==> src/hdl/rth_pkg.sv <==
`default_nettype none

package rth_pkg;

    localparam int unsigned ChanW   = 8;
    localparam int unsigned SectW   = 11;
    localparam int unsigned HueNumW = 17;
    localparam int unsigned HueDivW = 9;
    localparam int unsigned SatNumW = 16;
    localparam int unsigned QuotW   = 8;
    localparam int unsigned DivSteps = 8;

    localparam logic [QuotW-1:0] HueCodeMax = 8'd254;
    localparam logic [7:0]       HueScale   = 8'd85;

    typedef struct packed {
        logic [HueNumW-1:0] hue_rem;
        logic [HueDivW-1:0] hue_div;
        logic [QuotW-1:0]   hue_q;
        logic               hue_zero;
        logic [SatNumW-1:0] sat_rem;
        logic [ChanW-1:0]   sat_div;
        logic [QuotW-1:0]   sat_q;
        logic               sat_zero;
        logic [ChanW-1:0]   val;
    } div_word_t;

endpackage

`default_nettype wire

==> src/hdl/rth_front.sv <==
`default_nettype none

module rth_front (
    input  wire logic                     clk,
    input  wire logic                     rst_n,
    input  wire logic                     in_valid,
    input  wire logic [7:0]               red,
    input  wire logic [7:0]               green,
    input  wire logic [7:0]               blue,
    output logic                          out_valid,
    output rth_pkg::div_word_t            out_word
);

    logic                               a_valid_reg;
    logic [rth_pkg::ChanW-1:0]          a_max_reg;
    logic [rth_pkg::ChanW-1:0]          a_diff_reg;
    logic [rth_pkg::SectW-1:0]          a_sect_reg;

    logic [rth_pkg::ChanW-1:0]          a_max_next;
    logic [rth_pkg::ChanW-1:0]          a_min_next;
    logic [rth_pkg::ChanW-1:0]          a_diff_next;
    logic [rth_pkg::SectW-1:0]          a_sect_next;
    logic [rth_pkg::SectW-1:0]          r_ext;
    logic [rth_pkg::SectW-1:0]          g_ext;
    logic [rth_pkg::SectW-1:0]          b_ext;
    logic [rth_pkg::SectW-1:0]          d_ext;

    logic                               b_valid_reg;
    rth_pkg::div_word_t                 b_word_reg;
    rth_pkg::div_word_t                 b_word_next;

    always_comb
    begin
        a_max_next = red;
        if (green > a_max_next)
        begin
            a_max_next = green;
        end
        if (blue > a_max_next)
        begin
            a_max_next = blue;
        end
        a_min_next = red;
        if (green < a_min_next)
        begin
            a_min_next = green;
        end
        if (blue < a_min_next)
        begin
            a_min_next = blue;
        end
        a_diff_next = a_max_next - a_min_next;
        r_ext = {3'b000, red};
        g_ext = {3'b000, green};
        b_ext = {3'b000, blue};
        d_ext = {3'b000, a_diff_next};
        // sector numerator in units of 60 degrees times diff
        if (a_max_next == red)
        begin
            if (green >= blue)
            begin
                a_sect_next = g_ext - b_ext;
            end
            else
            begin
                a_sect_next = (d_ext * 11'd6) - (b_ext - g_ext);
            end
        end
        else if (a_max_next == green)
        begin
            a_sect_next = (d_ext << 1) + b_ext - r_ext;
        end
        else
        begin
            a_sect_next = (d_ext << 2) + r_ext - g_ext;
        end
    end

    always_ff @(posedge clk or negedge rst_n)
    begin
        if (!rst_n)
        begin
            a_valid_reg <= 1'b0;
        end
        else
        begin
            a_valid_reg <= in_valid;
        end
    end

    always_ff @(posedge clk)
    begin
        a_max_reg  <= a_max_next;
        a_diff_reg <= a_diff_next;
        a_sect_reg <= a_sect_next;
    end

    always_comb
    begin
        b_word_next          = '0;
        b_word_next.hue_rem  = {6'b0, a_sect_reg} * {9'b0, rth_pkg::HueScale};
        b_word_next.hue_div  = {a_diff_reg, 1'b0};
        b_word_next.hue_q    = '0;
        b_word_next.hue_zero = (a_diff_reg == '0);
        b_word_next.sat_rem  = {a_diff_reg, 8'b0} - {8'b0, a_diff_reg};
        b_word_next.sat_div  = a_max_reg;
        b_word_next.sat_q    = '0;
        b_word_next.sat_zero = (a_max_reg == '0);
        b_word_next.val      = a_max_reg;
    end

    always_ff @(posedge clk or negedge rst_n)
    begin
        if (!rst_n)
        begin
            b_valid_reg <= 1'b0;
        end
        else
        begin
            b_valid_reg <= a_valid_reg;
        end
    end

    always_ff @(posedge clk)
    begin
        b_word_reg <= b_word_next;
    end

    assign out_valid = b_valid_reg;
    assign out_word  = b_word_reg;

endmodule

`default_nettype wire

==> src/hdl/rth_div_stage.sv <==
`default_nettype none

module rth_div_stage #(
    parameter int unsigned Shift = 0
) (
    input  wire logic                     clk,
    input  wire logic                     rst_n,
    input  wire logic                     in_valid,
    input  wire rth_pkg::div_word_t       in_word,
    output logic                          out_valid,
    output rth_pkg::div_word_t            out_word
);

    logic                          valid_reg;
    rth_pkg::div_word_t            word_reg;
    rth_pkg::div_word_t            word_next;
    logic [rth_pkg::HueNumW-1:0]   hue_trial;
    logic [rth_pkg::SatNumW-1:0]   sat_trial;
    logic [rth_pkg::QuotW-1:0]     qbit;

    always_comb
    begin
        hue_trial = {{(rth_pkg::HueNumW - rth_pkg::HueDivW){1'b0}}, in_word.hue_div} << Shift;
        sat_trial = {{(rth_pkg::SatNumW - rth_pkg::ChanW){1'b0}}, in_word.sat_div} << Shift;
        qbit      = {{(rth_pkg::QuotW - 1){1'b0}}, 1'b1} << Shift;
        word_next = in_word;
        if (in_word.hue_rem >= hue_trial)
        begin
            word_next.hue_rem = in_word.hue_rem - hue_trial;
            word_next.hue_q   = in_word.hue_q | qbit;
        end
        if (in_word.sat_rem >= sat_trial)
        begin
            word_next.sat_rem = in_word.sat_rem - sat_trial;
            word_next.sat_q   = in_word.sat_q | qbit;
        end
    end

    always_ff @(posedge clk or negedge rst_n)
    begin
        if (!rst_n)
        begin
            valid_reg <= 1'b0;
        end
        else
        begin
            valid_reg <= in_valid;
        end
    end

    always_ff @(posedge clk)
    begin
        word_reg <= word_next;
    end

    assign out_valid = valid_reg;
    assign out_word  = word_reg;

endmodule

`default_nettype wire

==> src/hdl/rgb_to_hsv_byte_pixel.sv <==
// Pipeline: 2 front stages, 8 divide stages, 1 output stage from start to done.
// Throughput: one pixel per clock; busy is always low, one restoring quotient bit per stage.
// Reset: rst_n clears all valid bits at once; results in flight are dropped.
// The receiver cannot stall; each result shows for one cycle with done high.
`default_nettype none

module rgb_to_hsv_byte_pixel (
    input  wire logic        clk,
    input  wire logic        rst_n,
    input  wire logic        start,
    output logic             busy,
    input  wire logic [7:0]  red,
    input  wire logic [7:0]  green,
    input  wire logic [7:0]  blue,
    output logic             done,
    output logic [7:0]       hue_code,
    output logic [7:0]       sat_code,
    output logic [7:0]       val_code
);

    logic                 pipe_valid [rth_pkg::DivSteps+1];
    rth_pkg::div_word_t   pipe_word  [rth_pkg::DivSteps+1];

    logic                 done_reg;
    logic [7:0]           hue_reg;
    logic [7:0]           sat_reg;
    logic [7:0]           val_reg;
    logic [7:0]           hue_next;
    logic [7:0]           sat_next;
    rth_pkg::div_word_t   last_word;

    assign busy = 1'b0;

    rth_front u_front (
        .clk       (clk),
        .rst_n     (rst_n),
        .in_valid  (start),
        .red       (red),
        .green     (green),
        .blue      (blue),
        .out_valid (pipe_valid[0]),
        .out_word  (pipe_word[0])
    );

    for (genvar i = 0; i < rth_pkg::DivSteps; i++)
    begin : g_div
        rth_div_stage #(
            .Shift (rth_pkg::DivSteps - 1 - i)
        ) u_stage (
            .clk       (clk),
            .rst_n     (rst_n),
            .in_valid  (pipe_valid[i]),
            .in_word   (pipe_word[i]),
            .out_valid (pipe_valid[i+1]),
            .out_word  (pipe_word[i+1])
        );
    end

    always_comb
    begin
        last_word = pipe_word[rth_pkg::DivSteps];
        if (last_word.hue_zero)
        begin
            hue_next = '0;
        end
        else if (last_word.hue_q > rth_pkg::HueCodeMax)
        begin
            hue_next = rth_pkg::HueCodeMax;
        end
        else
        begin
            hue_next = last_word.hue_q;
        end
        sat_next = last_word.sat_zero ? '0 : last_word.sat_q;
    end

    always_ff @(posedge clk or negedge rst_n)
    begin
        if (!rst_n)
        begin
            done_reg <= 1'b0;
        end
        else
        begin
            done_reg <= pipe_valid[rth_pkg::DivSteps];
        end
    end

    always_ff @(posedge clk)
    begin
        hue_reg <= hue_next;
        sat_reg <= sat_next;
        val_reg <= last_word.val;
    end

    assign done     = done_reg;
    assign hue_code = hue_reg;
    assign sat_code = sat_reg;
    assign val_code = val_reg;

endmodule

`default_nettype wire
==> config.mk <==
export PLATFORM = sky130hd
export DESIGN_NAME = rgb_to_hsv_byte_pixel
export DESIGN_NICKNAME = d
export VERILOG_FILES = /design/src/hdl/rth_pkg.sv /design/src/hdl/rth_front.sv /design/src/hdl/rth_div_stage.sv /design/src/hdl/rgb_to_hsv_byte_pixel.sv
export SDC_FILE = /design/constraint.sdc
export NUM_CORES = 1
export LEC_CHECK = 0
export BUFFER_PORTS_ARGS = -buffer_cell sky130_fd_sc_hd__buf_2
export CAP_MARGIN = 20
export CORE_ASPECT_RATIO = 0.9
export CORE_MARGIN = 10
export CORE_UTILIZATION = 45
export CTS_CLUSTER_SIZE = 12
export DETAILED_ROUTE_END_ITERATION = 10
export SLEW_MARGIN = 20
export SYNTH_ARGS = -nofsm -noshare
export SYNTH_HDL_FRONTEND = slang
export SYNTH_SLANG_ARGS = --single-unit
export TNS_END_PERCENT = 5
==> constraint.sdc <==
create_clock -name clk -period 11.25 [get_ports clk]
set_clock_uncertainty 0.05 [all_clocks]
set_input_delay 2.25 -clock clk [delete_from_list [all_inputs] [get_ports clk]]
set_output_delay 2.25 -clock clk [all_outputs]
set_load 0.01 [all_outputs]
==> flow_summary_export.csv, run 1 <==
group,metric,value,unit
grt,antenna_found_initial,1,
placed_design,globalplace.congestion,0.892,
synth,ys_warn_count,0,
route,wl_met3,1640,um
sta,setup_viol,0,
synth,synth.largest_area_cell,"dfxtp_1",
grt,grt_pass1_vias,16787,
clock_network,cts_buffers,55,
critical_path,required,11.69,ns
final_layout,area_growth,11.2,%
die,chipHeight,241,um
clock_network,clkSinkCount,544,
synth,syn_area_per_cell,9.87,sq um
placed_design,place_area,25500,sq um
clock_network,clk_pin_slew,0.06,ns
synth,synth_area,24400,sq um
final_layout,final_area,27200,sq um
critical_path,cp_max_fo,12,
synth,synth_fp_nets,2802,
route,drt_iter0_markers,740,
route,dr.pass1.iters,6,
route,drc,0,
die,die_x,266,um
final_layout,largest_reg_flops,432,
clock_network,clock_path_buffers,3,
critical_path,cpPeakStageDelay,0.46,ns
final_layout,seqCellArea,10900,sq um
synth,seq_area_frac_synth,0.448,
die,dieArea,64100,sq um
final_layout,layout_common_cells,"dfxtp_1, inv_1, ha_1",
final_layout,mostFrequentLayoutCell,"dfxtp_1",
route,highest_layer,"met4",
critical_path,cp_slowest_cell,"a21oi_1",
clock_network,postCtsSetupBuffers,0,
synth,synth_edf_count,0,
clock_network,cts_resized,0,
sta,fin_crit_sh,0.840,
critical_path,worstSetupEndpointType,"flop",
route,ant_nets,0,
critical_path,criticalPathCategory,"input pin to flop",
route,viasPerCell,5.00,
die,start_util,0.458,
route,met1Wirelength,20800,um
sta,layout_min_cycle_time,9.45,ns
run,max-cap-violations,0,
clock_network,cts_tree,"built",
route,wirelength,48000,um
placed_design,dp_hpwl,38200,um
clock_network,clk_latency,0.61,ns
sta,tightest_slew,0.989,ns
sta,rsz0062_at_grt,"no",
outcome,status,"finished clean",
final_layout,nFillCells,4807,
die,fp-row-count,80,
critical_path,crit_path_frequent_cell,"a21oi_1",
synth,synth_area_leaders,"dfxtp_1, ha_1, inv_1",
synth,synth_top_area_frac,0.436,
final_layout,multi_input_area,12300,sq um
clock_network,cts_hold_buf,0,
hold_path,hold_class,"flop to flop",
synth,synth-seq-cells,544,
route,routed-wl-met2,24300,um
sta,hold_viol,0,
clock_network,cts_root_buf,"clkbuf_16",
grt,grt_max_degree,21,
die,placeableCoreArea,53400,sq um
placed_design,portBuffers,51,
grt,grt_remaining_overflow,0,
route,wl_per_cell,14.6,um
critical_path,cp-start-kind,"input pin",
grt,grt_pass1_wl,80300,um
final_layout,final_nets,2886,
final_layout,drive_above_1_share,0.0666,
grt,track_usage,0.151,
sta,fmax,106,MHz
sta,final_max_slew_viol_count,0,
sta,slew_headroom,0.339,
synth,synthCells,2477,
sta,hold_slack,0.251,ns
synth,async_flop_share,0.0202,
sta,totalNegativeSetupSlack,0,ns
die,ios,53,
synth,ys.flop_type,"dfxtp_1",
route,num_vias,16407,
clock_network,htree_levels,2,
synth,synth_cell_type_count,90,
critical_path,worstPathArrival,9.88,ns
cell type report:
| type | count | area share |
|---|---|---|
| Clock inverter | 12 | 0.00718 |
| Inverter | 296 | 0.0408 |
| Sequential cell | 544 | 0.402 |
| Multi-Input combinational cell | 1602 | 0.450 |
| Tap cell | 697 | 0.0321 |
| Clock buffer | 68 | 0.0546 |
| Timing Repair Buffer | 62 | 0.0124 |
| Antenna cell | 1 | 0.0000920 |
path summary, 6_finish.rpt:
| kind | from | endpoint | slack [ns] | depth (start not counted) |
|---|---|---|---|---|
| setup / recovery | red[2] | u_front.a_sect_reg[10]$_DFF_P_ | 1.80 | 39 |
| hold / removal | g_div[1].u_stage.out_word[15]$_SDFF_PN1_ | g_div[2].u_stage.out_word[15]$_DFF_P_ | 0.25 | 0 |
| setup reg to reg | u_front.a_sect_reg[3]$_DFF_P_ | u_front.out_word[75]$_DFF_P_ | 6.45 | 19 |
| hold reg to reg | g_div[1].u_stage.out_word[15]$_SDFF_PN1_ | g_div[2].u_stage.out_word[15]$_DFF_P_ | 0.25 | 0 |
| max in group asynchronous | rst_n | g_div[1].u_stage.out_valid$_DFF_PN0_ | 9.48 | 1 |
| min in group asynchronous | rst_n | u_front.out_valid$_DFF_PN0_ | 1.47 | 1 |
logic make-up (layout without fill, tap and decap cells):
logic type	after synthesis	after routing	share of synthesized area
adders and majority gates	299	299	0.165
AOI/OAI and AO/OA	512	512	0.133
DFF	544	544	0.448
other	1	2	0.000153
muxes	35	35	0.0147
xor gates and xnor gates	190	190	0.0687
and+or+nand+nor	565	565	0.118
buffers and inverters	331	438	0.0523
synth_stat cells, drive strengths merged (7+ instances only):
cell type and n:
or4 12, nand2 127, mux2i 30, xnor2 123, clkbuf 28, buf 7, dfxtp 533, dfrtp 11
nand3 18, a211oi 16, a21oi 151, nor2b 62, xor2 66, o211ai 8, and2 10, nor3 42
nand2b 42, or3 7, o21ai 129, nor4 28, o21bai 26, ha 257, nand4 24, a21o 104
nor2 160, inv 296, a21boi 13, o31ai 11, a31oi 9, fa 41
per-stage QoR:
step | cells | worst slack (ns) | util
finish | 3282 | 1.80 | 0.510
global route | 3281 | 1.20 | 0.510
CTS | 3281 | 1.86 | 0.510
detailed placement | 3201 | 1.25 | 0.478
global placement | 3201 | 1.32 | 0.478
floorplan | 2477 | 2.03 | -
worst max-delay path: cells and delay by family:
kind	cells	cell delay, ns
AND/OR/NAND/NOR	5	0.65
buffers and inverters	7	0.99
adder cells (fa/ha/maj)	7	2.17
XOR/XNOR	4	0.59
AO/OA/AOI/OAI	16	3.23
per-layer routing:
layer	vias to the layer above	global-route usage
met5	-	0
met4	0	0.0550
met3	75	0.0219
met2	232	0.283
met1	7561	0.173
li1	8539	-
Power of run 1 is left out: the tool's default activity adds up to more than one toggle a clock period on the data nets, which glitch-free logic cannot reach.
==> run 2: changes to the inputs <==
--- a/config.mk
+++ b/config.mk
@@ -5,6 +5,7 @@
 export SDC_FILE = /design/constraint.sdc
 export NUM_CORES = 1
 export LEC_CHECK = 0
+export ABC_AREA = 1
 export BUFFER_PORTS_ARGS = -buffer_cell sky130_fd_sc_hd__buf_2
 export CAP_MARGIN = 20
 export CORE_ASPECT_RATIO = 0.9
==> constraint.sdc (replaced) <==
create_clock -name clk -period 8.05 [get_ports clk]
set_clock_uncertainty 0.05 [all_clocks]
set_input_delay 1.61 -clock clk [delete_from_list [all_inputs] [get_ports clk]]
set_output_delay 1.61 -clock clk [all_outputs]
set_load 0.01 [all_outputs]
==> run 2 against run 1 <==
Effect of this change:
- die area is 0.46% higher
- critical endpoint unchanged
- final area rose by 2.1%
- critical path depth increased by 5
- area after synthesis increased by 0.50%
- worst setup slack got worse by 1.1 ns
- hold slack got worse by 0.017 ns
- clock-buffer cell count increased by 13
- non-clock buffer count increased by 55
- sequential cell count stayed put
- largest cell class unchanged
==> flow_summary_export.csv, run 2 <==
group,metric,value,unit
critical_path,cpPeakStageDelay,0.31,ns
synth,synth_common_cells,"dfxtp_1, inv_1, nand2_1",
grt,grt_pass1_vias,17869,
critical_path,worstPathArrival,7.84,ns
route,viasPerCell,4.79,
critical_path,cp_slowest_cell,"ha_1",
sta,setup_viol,0,
grt,grt_max_degree,21,
die,dieArea,64400,sq um
sta,setup_slack,0.659,ns
grt,grt_remaining_overflow,0,
synth,synth_top_area_frac,0.434,
synth,ys.flop_type,"dfxtp_1",
clock_network,cts_buffers,55,
die,placeableCoreArea,54200,sq um
synth,synthCells,2794,
sta,slew_headroom,0.344,
sta,fin_crit_sh,0.918,
sta,fmax,135,MHz
die,fp-row-count,81,
synth,synth.largest_area_cell,"dfxtp_1",
grt,grtUsageMet1,0.179,
critical_path,worstSetupEndpointType,"flop",
route,num_vias,17626,
synth,synth_area_leaders,"dfxtp_1, ha_1, inv_1",
sta,tightest_slew,0.980,ns
clock_network,clk_pin_slew,0.06,ns
critical_path,cp_max_fo,9,
die,chipHeight,242,um
critical_path,crit_path_frequent_cell,"nand2_1",
critical_path,cp-start-kind,"input pin",
placed_design,dp_hpwl,40800,um
die,ios,53,
final_layout,layout_common_cells,"dfxtp_1, inv_1, nand2_1",
grt,use_met3,0.0206,
final_layout,largest_reg_flops,432,
grt,grt_pass1_wl,84200,um
clock_network,htree_levels,2,
critical_path,required,8.50,ns
synth,synth_cell_type_count,59,
placed_design,dp_slack,-0.0496,ns
die,die_x,266,um
placed_design,portBuffers,51,
route,wl_per_cell,13.7,um
outcome,status,"finished clean",
route,drt_iter0_markers,669,
sta,totalNegativeSetupSlack,0,ns
route,wirelength,50200,um
final_layout,final_nets,3265,
sta,hold_viol,0,
final_layout,area_growth,13.0,%
route,ant_nets,0,
synth,synth_edf_count,0,
grt,grt_use_met2,0.289,
synth,synth_area,24600,sq um
synth,synth-seq-cells,544,
run,max-cap-violations,0,
final_layout,drive_above_1_share,0.0818,
final_layout,antenna_cells,0,
route,dr.pass1.iters,8,
final_layout,mostFrequentLayoutCell,"dfxtp_1",
clock_network,cts_tree,"built",
grt,top_usage_layer,"met2",
synth,synth.most_common_cell,"dfxtp_1",
sta,layout_min_cycle_time,7.39,ns
die,start_util,0.453,
synth,async_flop_share,0.0202,
grt,antenna_found_initial,0,
synth,synth_fp_nets,3119,
clock_network,clk_latency,0.61,ns
critical_path,criticalPathCategory,"input pin to flop",
clock_network,cts_root_buf,"clkbuf_16",
grt,track_usage,0.156,
placed_design,globalplace.congestion,0.941,
synth,syn_area_per_cell,8.79,sq um
clock_network,clkSinkCount,544,
synth,seq_area_frac_synth,0.445,
hold_path,hold_class,"flop to flop",
route,drc,0,
clock_network,clock_path_buffers,3,
synth,ys_warn_count,0,
sta,final_max_slew_viol_count,0,
-- run 2: cell types whose count changed after synthesis, moves of 11 or more --
| cell | before | now |
|---|---|---|
| a21o_1 | 104 | 11 |
| a21oi_1 | 150 | 178 |
| xnor2_1 | 123 | 64 |
| xor2_1 | 66 | 116 |
| nand2b_1 | 42 | 0 |
| mux2i_1 | 30 | 0 |
| nand3_1 | 18 | 74 |
| nor2b_1 | 61 | 0 |
| nor2_1 | 156 | 221 |
| nor3_1 | 41 | 30 |
| nand2_1 | 127 | 422 |
| inv_1 | 296 | 436 |
| o21bai_1 | 26 | 8 |
| o21ai_0 | 125 | 190 |
-- run 2: per-stage QoR --
step / cell area [sq um] / hold slack (ns) / cells / utilization
4_1_cts: 27800 / 0.224 / 3677 / 0.512
3_3_place_gp: 26000 / 0.261 / 3588 / 0.480
2_1_floorplan: 24600 / 0.260 / 2794 / -
6_report: 27800 / 0.235 / 3677 / 0.512
5_1_grt: 27800 / 0.235 / 3677 / 0.512
3_5_place_dp: 26000 / 0.262 / 3588 / 0.480
-- run 2: path summary, 6_finish.rpt --
path | startpoint | to | slack (ns) | cells after the start
max reg2reg | u_front.a_sect_reg[1]$_DFF_P_ | u_front.out_word[75]$_DFF_P_ | 3.90 | 21
min | g_div[2].u_stage.out_word[16]$_DFF_P_ | g_div[3].u_stage.out_word[16]$_DFF_P_ | 0.23 | 0
max in group asynchronous | rst_n | g_div[4].u_stage.out_valid$_DFF_PN0_ | 6.92 | 1
max | red[1] | u_front.a_sect_reg[10]$_DFF_P_ | 0.66 | 44
min in group asynchronous | rst_n | u_front.a_valid_reg$_DFF_PN0_ | 0.84 | 1
min reg2reg | g_div[2].u_stage.out_word[16]$_DFF_P_ | g_div[3].u_stage.out_word[16]$_DFF_P_ | 0.23 | 0
-- run 2: metal layers --
layer  wire, um  up-vias
li1           -     9324
met1      21700     7915
met2      25300      293
met3       1720       94
met4       1470        0
met5          0        -
-- run 2: area by class of cell --
cell class                 count  area, sq um
clock buffer                  81         1620
multi-input combinational   1784        11800
fill                        4979        26500
sequential                   544        10900
tap                          705          882
timing repair buffer         117          751
clock inverter                 8         91.3
inverter                     438         1640
-- run 2: timing repair --
action,CTS,global route
setup endpoints to repair,0,2
hold endpoints to repair,0,0
resized for setup,0,8
hold buffers,0,0
buffers inserted,0,0
-- run 2: critical path, delay by kind of cell --
family                   cells  cell delay (ns)
AO/OA/AOI/OAI               10             1.91
XOR/XNOR                     3             0.66
adder cells (fa/ha/maj)      5             1.47
buffers and inverters        7             0.60
AND/OR/NAND/NOR             19             1.56
-- run 2: logic make-up (layout without fill, tap and decap cells) --
group / Yosys count / in the layout / share of synthesized area
buffers and inverters: 466 / 644 / 0.0732
other: 1 / 1 / 0.000153
DFF: 544 / 544 / 0.445
AOI/OAI and AO/OA: 463 / 463 / 0.104
and+or+nand+nor: 842 / 842 / 0.149
xor gates and xnor gates: 180 / 180 / 0.0642
adders and majority gates: 298 / 298 / 0.164
Power of run 2 is left out for the same reason.
